<file path="src/hdl/cahist_div.sv">
// Restoring unsigned divider, one quotient bit per cycle.
// Stand-alone; shared by the top level for cell sizes and cell coordinates.
`default_nettype none

module cahist_div #(
    parameter int W = 11
) (
    input  logic         clk,
    input  logic         rst_n,
    input  logic         start,
    input  logic [W-1:0] dividend,
    input  logic [W-1:0] divisor,
    output logic         done,
    output logic [W-1:0] quotient
);
    localparam int CNT_W = $clog2(W);

    logic             busy_reg;
    logic             done_reg;
    logic [CNT_W-1:0] cnt_reg;
    logic [W-1:0]     rem_reg;
    logic [W-1:0]     quo_reg;
    logic [W-1:0]     dsr_reg;
    logic [W:0]       trial;
    logic             fits;

    assign trial = {rem_reg, quo_reg[W-1]};
    assign fits  = trial >= {1'b0, dsr_reg};

    always_ff @(posedge clk or negedge rst_n)
    begin
        if (!rst_n)
        begin
            busy_reg <= 1'b0;
            done_reg <= 1'b0;
            cnt_reg  <= '0;
        end
        else
        begin
            done_reg <= busy_reg && (cnt_reg == '0);
            if (start)
            begin
                busy_reg <= 1'b1;
                cnt_reg  <= CNT_W'(W - 1);
            end
            else if (busy_reg)
            begin
                if (cnt_reg == '0)
                    busy_reg <= 1'b0;
                else
                    cnt_reg <= cnt_reg - CNT_W'(1);
            end
        end
    end

    always_ff @(posedge clk)
    begin
        if (start)
        begin
            rem_reg <= '0;
            quo_reg <= dividend;
            dsr_reg <= divisor;
        end
        else if (busy_reg)
        begin
            rem_reg <= fits ? W'(trial - {1'b0, dsr_reg}) : trial[W-1:0];
            quo_reg <= {quo_reg[W-2:0], fits};
        end
    end

    assign done     = done_reg;
    assign quotient = quo_reg;

endmodule

`default_nettype wire

</file>
<file path="config.mk">
export PLATFORM = sky130hd
export DESIGN_NAME = cahist_div
export DESIGN_NICKNAME = d
export VERILOG_FILES = /design/src/hdl/cahist_div.sv
export SDC_FILE = /design/constraint.sdc
export NUM_CORES = 1
export LEC_CHECK = 0
export BUFFER_PORTS_ARGS = -buffer_cell sky130_fd_sc_hd__buf_2
export CAP_MARGIN = 20
export CORE_UTILIZATION = 50
export DETAILED_ROUTE_END_ITERATION = 16
export HOLD_SLACK_MARGIN = 0.1
export PLACE_DENSITY_LB_ADDON = 0.3
export RECOVER_POWER = 50
export SYNTH_ARGS = -nofsm -noshare
export SYNTH_HDL_FRONTEND = slang
export SYNTH_SLANG_ARGS = --single-unit
</file>
<file path="constraint.sdc">
create_clock -name clk -period 2.59 [get_ports clk]
set_input_delay 0.777 -clock clk [delete_from_list [all_inputs] [get_ports clk]]
set_output_delay 0.777 -clock clk [all_outputs]
set_load 0.1 [all_outputs]
</file>
==> run metrics, run 1 <==
CTS max path bufs 2; number of library cell types mapped by synthesis 48; ys flop type edfxtp_1; synthesis-stage register bit count 39; DRT iter0 DRCs 49; share of layout cells above drive strength 1 0.283; Internal between 1500 and 2000 uW; VDD IR max around 0.00088 V; CTS tree done; port buffer count 36; Reg power frac 0.329; largest net degree at the start of global routing 24; Max-slew headroom 0.243; Critical Path Slowest Stage Cell fa_2; synth top area cells edfxtp_1 (30%), dfxtp_1 (10%), ha_1 (7.4%), dfrtp_1 (6.8%), mux2_2 (5.6%); Boundary Pins 37; mux cell area share after synthesis 0.0902; fin crit period around 2.4 ns; final hold vios 0; Final #Nets 278; 1st-pass router iterations 4; syn avg cell area between 10 and 15 sq um; Compound-Gate Fraction of Synth Area 0.137; synth warn 0; routed wire length around 4.2 mm; Slew Limit Fails 0; Hold Buf Count CTS 0; Vias/cell roughly 5.5; placed cells 280; post-synthesis simple-gate area fraction 0.143; RSZ-0062 raised after global routing no; Fmax ~0.42 GHz; FF/Latch Area slightly above 0.001 sq mm; Net Count, Synth about 240; Clk pwr share 0.151; placed cell area between 0.002 and 0.0025 sq mm; Worst path most repeated cell o21ai_4; clock sinks 39; DRC Markers 0; Final TNS setup 0 ns; non-filler cells, final 290; worst path buffer plus inverter count 2; element type at the critical path end flip-flop; worst setup path class reg -> reg; cell taking the most area after synthesis edfxtp_1; final period utilization 0.928; initial antenna violation count 0; Max-Cap Viols 0; CTS buffer count 5; most common cell after layout, fill and taps aside buf_2; site row count 23; Die ar. approximately 0.0047 sq mm; antenna viol nets, final 0; Startpoint Class flip-flop; GRT overflow 0; sw power between 1000 and 1500 uW; Final Cell Area about 0.0026 sq mm; status finished clean; RD Place Congestion about 0.77; routed len/inst approximately 14 um; Worst Hold Class in -> async; Syn-to-layout area delta 15.9%; Clock Skew approximately 0.0051 ns; Worst EP arrival 2.60 ns; GRT Resource Usage Total 0.207; Core Area 0.00412 sq mm; Leakage 0.00111 uW; clock latency on the worst-skew pair 0.29 ns; PD cells roughly 1100 mW/mm^2; number of synthesized flops with an enable pin 22; die extent in y a little under 70 um; vias in the first global route 1554; top cell type's share of synthesized area 0.300; total setup buffers inserted after CTS 0; Critical Path, Cell by Cell inv_1 -> ha_2 -> fa_2 -> nor2b_1 -> o31a_1 -> o21ai_4 -> o21ai_4 -> buf_4 -> o31ai_1 -> a311oi_1; switching portion of total power 0.427; Setup violations, final 0; cells after synthesis 198; Initial Util 0.536; slew of the pin with the lowest slew margin ~1.1 ns; Gate power share 0.521; H-tree depth 2; fill cell count ~360; Die Span X about 68 um; crit path max fanout 9; most frequent cells in the layout buf_2 (34), edfxtp_1 (22), nor2_1 (20); sequential share of the synthesized area 0.468; DP HPWL 3.06 mm; Post-Synth XOR/XNOR Area 0.0318; Multi-input gate area around 0.0011 sq mm; Post-Synth Adder-Cell Area 0.0829; Syn Std Cell Area around 0.0022 sq mm; first-pass GRT wire length roughly 7 mm; Largest delay share family, worst path compound AO/OA/AOI/OAI gates; largest family of logic cells by synthesized area simple AND/OR/NAND/NOR gates; critical path data required time 2.79 ns; ys async rst share 0.154; vias post-DR 1583; clk slew on worst S/H paths 0.08 ns; CTS resizes 0; Antenna Cells 0; Root Buffer clkbuf_8; Slowest Stage Delay on Critical Path 0.36 ns
## cell usage after synthesis (all sizes together) (4+ instances only)
cell,n
dfrtp,6
mux2i,6
mux2,12
a211oi,8
o21ai,9
xnor2,7
dfxtp,11
nor2,20
a21oi,5
edfxtp,22
nand2b,6
clkbuf,6
inv,15
nand2,9
o211ai,4
ha,13
## stage by stage
stage | setup WS (ns) | hold slack [ns] | util | power, uW
2_1_floorplan | -0.279 | 0.474 | - | 2190
3_3_place_gp | 0.230 | 0.487 | 0.597 | 2370
3_5_place_dp | 0.132 | 0.508 | 0.597 | 2390
4_1_cts | 0.114 | 0.292 | 0.620 | 2830
5_1_grt | 0.0264 | 0.357 | 0.621 | 3030
6_report | 0.188 | 0.337 | 0.621 | 2850
## area by class of cell
type	instances	area share
inverters	15	0.0220
clock inverters	2	0.00441
multi-input cells	136	0.429
flip-flops and latches	39	0.403
well taps	50	0.0245
repair buffers	42	0.0842
clock buffers	6	0.0323
## kinds of logic after synthesis
| family | Yosys count |
|---|---|
| and+or+nand+nor | 57 |
| AOI/OAI and AO/OA | 39 |
| DFF | 39 |
| buffers and inverters | 23 |
| muxes | 18 |
| adders and majority gates | 14 |
| xor gates and xnor gates | 8 |
## final timing paths
kind / from / cells after the start / endpoint / slack [ns]
worst max-delay path: quotient[10] / 10 / rem_reg[9] / 0.19
worst min-delay path: rst_n / 1 / cnt_reg[3] / 0.34
worst max register to register: quotient[10] / 10 / rem_reg[9] / 0.19
worst min register to register: rem_reg[2] / 2 / rem_reg[2] / 0.51
max in group asynchronous: rst_n / 1 / cnt_reg[1] / 2.02
min in group clk: rem_reg[2] / 2 / rem_reg[2] / 0.51
## power by group through the flow
stage | combinational (uW) | sequential [uW] | clock [uW]
finish | 1480 | 936 | 429
CTS | 1460 | 935 | 435
global placement | 1420 | 941 | 0
global route | 1610 | 955 | 462
detailed placement | 1450 | 945 | 0
floorplan | 1010 | 1180 | 0
## metal layers
layer / up-vias / global-route usage / wire length, um
li1: 799 / - / -
met1: 736 / 0.254 / 1960
met2: 42 / 0.344 / 1940
met3: 6 / 0.0567 / 205
met4: 0 / 0.0755 / 57
met5: - / 0 / 0
No activity file was read; power rests on OpenSTA's default activity.
==> inputs of run 2 (changes only) <==
- clock period: 2.59 -> 2.4 ns (I/O delays scaled with it)
==> run 2 against run 1 <==
Cell count grew 2.1%. Global-route usage increased by 0.73 points. Clock power grew 2%. Combinational power is 15% higher. Fmax grew 2.3%. Core utilization is 1.5 points higher. Wire length increased by 7.4%. Worst hold slack got worse by 0.045 ns. Register-to-register slack got worse by 0.14 ns. Critical path depth decreased by 2. Critical path type unchanged.
==> run metrics, run 2 (synthesis gave the netlist of run 1 again) <==
global route hottest layer met2; critical path data required time 2.61 ns; Critical Path, Cell by Cell ha_2 -> fa_2 -> nor2b_2 -> o31a_1 -> o21ai_4 -> o21ai_4 -> mux2_4 -> a211oi_2; switching portion of total power 0.428; port buffer count 36; placed cells approximately 290; CTS max path bufs 2; Leakage between 0.001 and 0.0015 uW; Final Power roughly 3100 uW; Fmax about 0.43 GHz; Final TNS setup 0 ns; die extent in y 68.4 um; status finished clean; crit path max fanout 8; share of layout cells above drive strength 1 0.321; RSZ-0062 raised after global routing yes; 1st-pass router iterations 4; Slew Limit Fails 0; crit path capture rem_reg[0]; element type at the critical path end flip-flop; start of the worst register-to-register path dsr_reg[0]; RD Place Congestion roughly 0.85; Final #Nets 284; initial antenna violation count 0; final period utilization 0.978; clk slew on worst S/H paths about 0.080 ns; flop-to-flop setup slack slightly above 0.05 ns; CTS buffer count 5; Slowest Stage Delay on Critical Path 0.38 ns; Setup violations, final 0; PD cells approximately 1200 mW/mm^2; Min Hold Slack slightly below 0.3 ns; Largest delay share family, worst path compound AO/OA/AOI/OAI gates; site row count 23; Clock Skew between 0.007 and 0.008 ns; sw power approximately 1300 uW; non-filler cells, final approximately 300; vias post-DR 1634; Gate power share 0.541; Syn-to-layout area delta 18.7%; GRT overflow 0; DP HPWL around 3.2 mm; Max-Cap Viols 0; clock sinks 39; most common cell after layout, fill and taps aside buf_2; routed len/inst 15.1 um; GRT met2 Usage 0.355; Startpoint Class flip-flop; Worst EP arrival ~2.6 ns; vias in the first global route approximately 1600; fill cell count ~350; grt met1 use 0.281; VDD IR max approximately 0.0011 V; Worst Reg2Reg Path Length in Cells 8; routed wire length ~4.5 mm; most frequent cells in the layout buf_2 (35), edfxtp_1 (22), nor2_1 (20); Boundary Pins 37; slew of the pin with the lowest slew margin 0.522 ns; fin crit period 2.35 ns; final hold vios 0; H-tree depth 2; Vias/cell between 5 and 6; largest net degree at the start of global routing 22; Die ar. 0.00468 sq mm; grt met3 use 0.0350; reg2reg end rem_reg[0]; Antenna Cells 0; Critical Path Stages 8; Die Span X between 60 and 70 um; Initial Util 0.536; Worst path most repeated cell o21ai_4; Critical Path Slowest Stage Cell edfxtp_1; Worst Hold Class in -> async; Internal 1800 uW; worst path buffer plus inverter count 0; CTS tree done; DRT iter0 DRCs 126; GRT Resource Usage Total 0.214; clock latency on the worst-skew pair 0.29 ns; worst setup path class reg -> reg; Core Area between 0.004 and 0.005 sq mm; antenna viol nets, final 0; Root Buffer clkbuf_8; Clk pwr share 0.139; Reg power frac 0.321; first-pass GRT wire length approximately 7.2 mm; Max-slew headroom 0.652; DRC Markers 0; Worst Setup SP dsr_reg[0]
run 2: metal layers:
layer | vias up | part of all wire
met5 | - | 0
met4 | 0 | 0.013
met3 | 7 | 0.040
met2 | 46 | 0.49
met1 | 773 | 0.46
li1 | 808 | -
run 2: power by group through the flow:
stage / sequential [uW] / clock (uW) / combinational, uW
floorplan: 1280 / 0 / 1090
global placement: 1020 / 0 / 1600
detailed placement: 1020 / 0 / 1630
CTS: 1010 / 442 / 1650
global route: 1030 / 469 / 1830
finish: 1010 / 436 / 1700
run 2: worst min-delay path by stage:
stage               slack (ns)  cells past startpoint         end  startpoint
floorplan                 0.42                      0    busy_reg       rst_n
global placement          0.49                      2  rem_reg[2]  rem_reg[2]
detailed placement        0.50                      2  rem_reg[4]  rem_reg[4]
CTS                       0.24                      1  cnt_reg[2]       rst_n
global route              0.31                      1  cnt_reg[2]       rst_n
finish                    0.29                      1  cnt_reg[3]       rst_n
run 2: final cells by class:
class | instances | area (sq um) | area share
clock buffer | 6 | 72.6 | 0.0277
multi-input combinational | 136 | 1110 | 0.423
tap | 50 | 62.6 | 0.0239
clock inverter | 2 | 12.5 | 0.00478
inverter | 15 | 56.3 | 0.0215
timing repair buffer | 48 | 277 | 0.106
sequential | 39 | 1030 | 0.394
run 2: worst reg2reg max path, stage by stage (launching register included):
cell,delay [ns]
edfxtp_1,0.38
ha_2,0.21
fa_2,0.35
nor2b_2,0.15
o31a_1,0.22
o21ai_4,0.11
o21ai_4,0.31
mux2_4,0.34
a211oi_2,0.20
run 2: per-stage QoR:
step                area [sq um]  utilization  worst slack, ns
floorplan                   2230            -           -0.469
global placement            2490        0.606            0.110
detailed placement          2490        0.606           0.0604
CTS                         2590        0.628           0.0181
global route                2620        0.636          -0.0254
finish                      2620        0.636           0.0517
run 2: timing repair:
action / in CTS / in global routing
hold buffers: 0 / 0
buffers inserted: 0 / 3
resized for setup: 1 / 3
hold endpoints to repair: 0 / 0
pin swaps: 0 / 5
endpoints found under the setup margin: 1 / 10
==> inputs of run 3 (changes only) <==
- PLACE_DENSITY: not set -> 0.71
- PLACE_DENSITY_LB_ADDON: 0.3 -> not set
- TNS_END_PERCENT: not set -> 30
==> run 3 against run 2 <==
Register-to-register slack hardly changed. Sequential power about the same. Sequential share of layout area shrank 0.65 points. Fmax is 0.54% higher. Critical path depth rose by 1. First-iteration DRC count down 30%. Cell area is 1.7% higher. Clock skew fell by 0.0049 ns. Clock power grew 46%. Clock-buffer cell count did not move. Die area is the same. Via count fell by 2.8%. Critical endpoint unchanged. Largest power group unchanged. Highest routed layer unchanged.
==> run metrics, run 3 (synthesis gave the netlist of run 1 again) <==
status finished clean; fill cell count around 350; GRT Resource Usage Total 0.212; largest net degree at the start of global routing 23; Largest delay share family, worst path compound AO/OA/AOI/OAI gates; vias post-DR roughly 1600; clock sinks 39; CTS tree done; non-filler cells, final roughly 300; Clock Skew 0.00240 ns; CTS buffer count 5; Layout Utilization 0.647; worst path buffer plus inverter count 1; final period utilization 0.973; worst setup path class reg -> reg; Max-slew headroom 0.467; final hold vios 0; placed cells 287; crit path max fanout 5; Vias/cell about 5.3; RSZ-0062 raised after global routing yes; clk slew on worst S/H paths around 0.070 ns; 1st-pass router iterations 4; placed cell area between 0.002 and 0.0025 sq mm; Syn-to-layout area delta 20.7%; routed wire length 4.37 mm; Worst Hold Class in -> async; Root Buffer clkbuf_8; Initial Util 0.536; die extent in y 68.4 um; H-tree depth 2; DP HPWL approximately 3.2 mm; element type at the critical path end flip-flop; site row count 23; most frequent cells in the layout buf_2 (35), edfxtp_1 (22), nor2_1 (20); Slowest Stage Delay on Critical Path ~0.4 ns; first-pass GRT wire length ~7.2 mm; routed len/inst 14.7 um; Final Cell Area 0.00266 sq mm; VDD IR max ~0.00068 V; Startpoint Class flip-flop; Die Span X slightly below 70 um; Fmax 0.428 GHz; Critical Path, Cell by Cell ha_2 -> fa_2 -> nor2b_2 -> o31a_1 -> o21ai_4 -> o21ai_4 -> buf_4 -> mux2_4 -> a211oi_2; Max-Cap Viols 0; start of the worst register-to-register path dsr_reg[0]; RD Place Congestion approximately 0.8; Boundary Pins 37; Antenna Cells 0; antenna viol nets, final 0; fin crit period around 2.3 ns; Slew Limit Fails 0; Worst EP arrival approximately 2.6 ns; DRT iter0 DRCs between 80 and 90; Final TNS setup 0 ns; Leakage 0.00118 uW; slew of the pin with the lowest slew margin ~0.8 ns; initial antenna violation count 0; port buffer count 36; share of layout cells above drive strength 1 0.315; Setup violations, final 0; reg2reg end rem_reg[0]; Die ar. 0.00468 sq mm; vias in the first global route 1618; Final #Nets 286; flop-to-flop setup slack approximately 0.064 ns; most common cell after layout, fill and taps aside buf_2; Min Hold Slack just under 0.3 ns; Critical Path Stages 9; Hold Buf Count CTS 0; CTS max path bufs 2; Core Area just over 0.004 sq mm; Worst path most repeated cell o21ai_4; GRT overflow 0; PD cells around 1300 mW/mm^2; critical path data required time between 2 and 3 ns; clock latency on the worst-skew pair 0.29 ns; DRC Markers 0; Critical Path Slowest Stage Cell edfxtp_1; Worst Reg2Reg Path Length in Cells 9
==> run 3: layer usage <==
metal  GRT usage  vias to the layer above  part of all wire
met2       0.338                       18              0.47
met3      0.0483                        7             0.024
met4      0.0911                        0             0.012
met5           0                        -                 0
met1       0.272                      745              0.49
li1            -                      818                 -
==> run 3: layout make-up <==
type                       instances  area, sq um  share of cell area
clock inverter                     2         60.1              0.0226
inverter                          15         56.3              0.0212
multi-input combinational        136         1090               0.411
clock buffer                       6         72.6              0.0273
timing repair buffer              50          284               0.107
sequential                        39         1030               0.387
tap                               50         62.6              0.0235
==> run 3: worst max-delay path by stage <==
| stage | start | endpoint | slack (ns) |
|---|---|---|---|
| CTS | dsr_reg[0] | rem_reg[4] | 0.006 |
| global route | dsr_reg[0] | rem_reg[0] | -0.03 |
| finish | dsr_reg[0] | rem_reg[0] | 0.06 |
| floorplan | quotient[10] | rem_reg[0] | -0.47 |
| detailed placement | dsr_reg[0] | rem_reg[4] | 0.04 |
| global placement | quotient[10] | rem_reg[10] | 0.15 |
==> run 3: power breakdown <==
group          leakage (uW)  internal (uW)  switching (uW)
clock network     0.0000654            415             221
registers          0.000384            882             125
logic              0.000725            728             985
==> run 3: worst register-to-register path: stages (launching register included) <==
cell and delay (ns):
edfxtp_1 0.39, ha_2 0.22, fa_2 0.36, nor2b_2 0.13, o31a_1 0.22, o21ai_4 0.08, o21ai_4 0.20, buf_4 0.17
mux2_4 0.30, a211oi_2 0.19
==> run 3: stage by stage <==
stage                     setup slack [ns]  power [uW]
final                               0.0643        3360
after detailed placement            0.0375        2640
after CTS                          0.00598        3290
after global placement               0.146        2610
after floorplan                     -0.469        2340
after global routing               -0.0316        3570
==> run 3: what timing repair did <==
item                                   4_1_cts  5_1_grt
setup endpoints to repair                    0        9
gates resized for setup                      0        3
endpoints found under the hold margin        0        0
setup buffers                                0        3
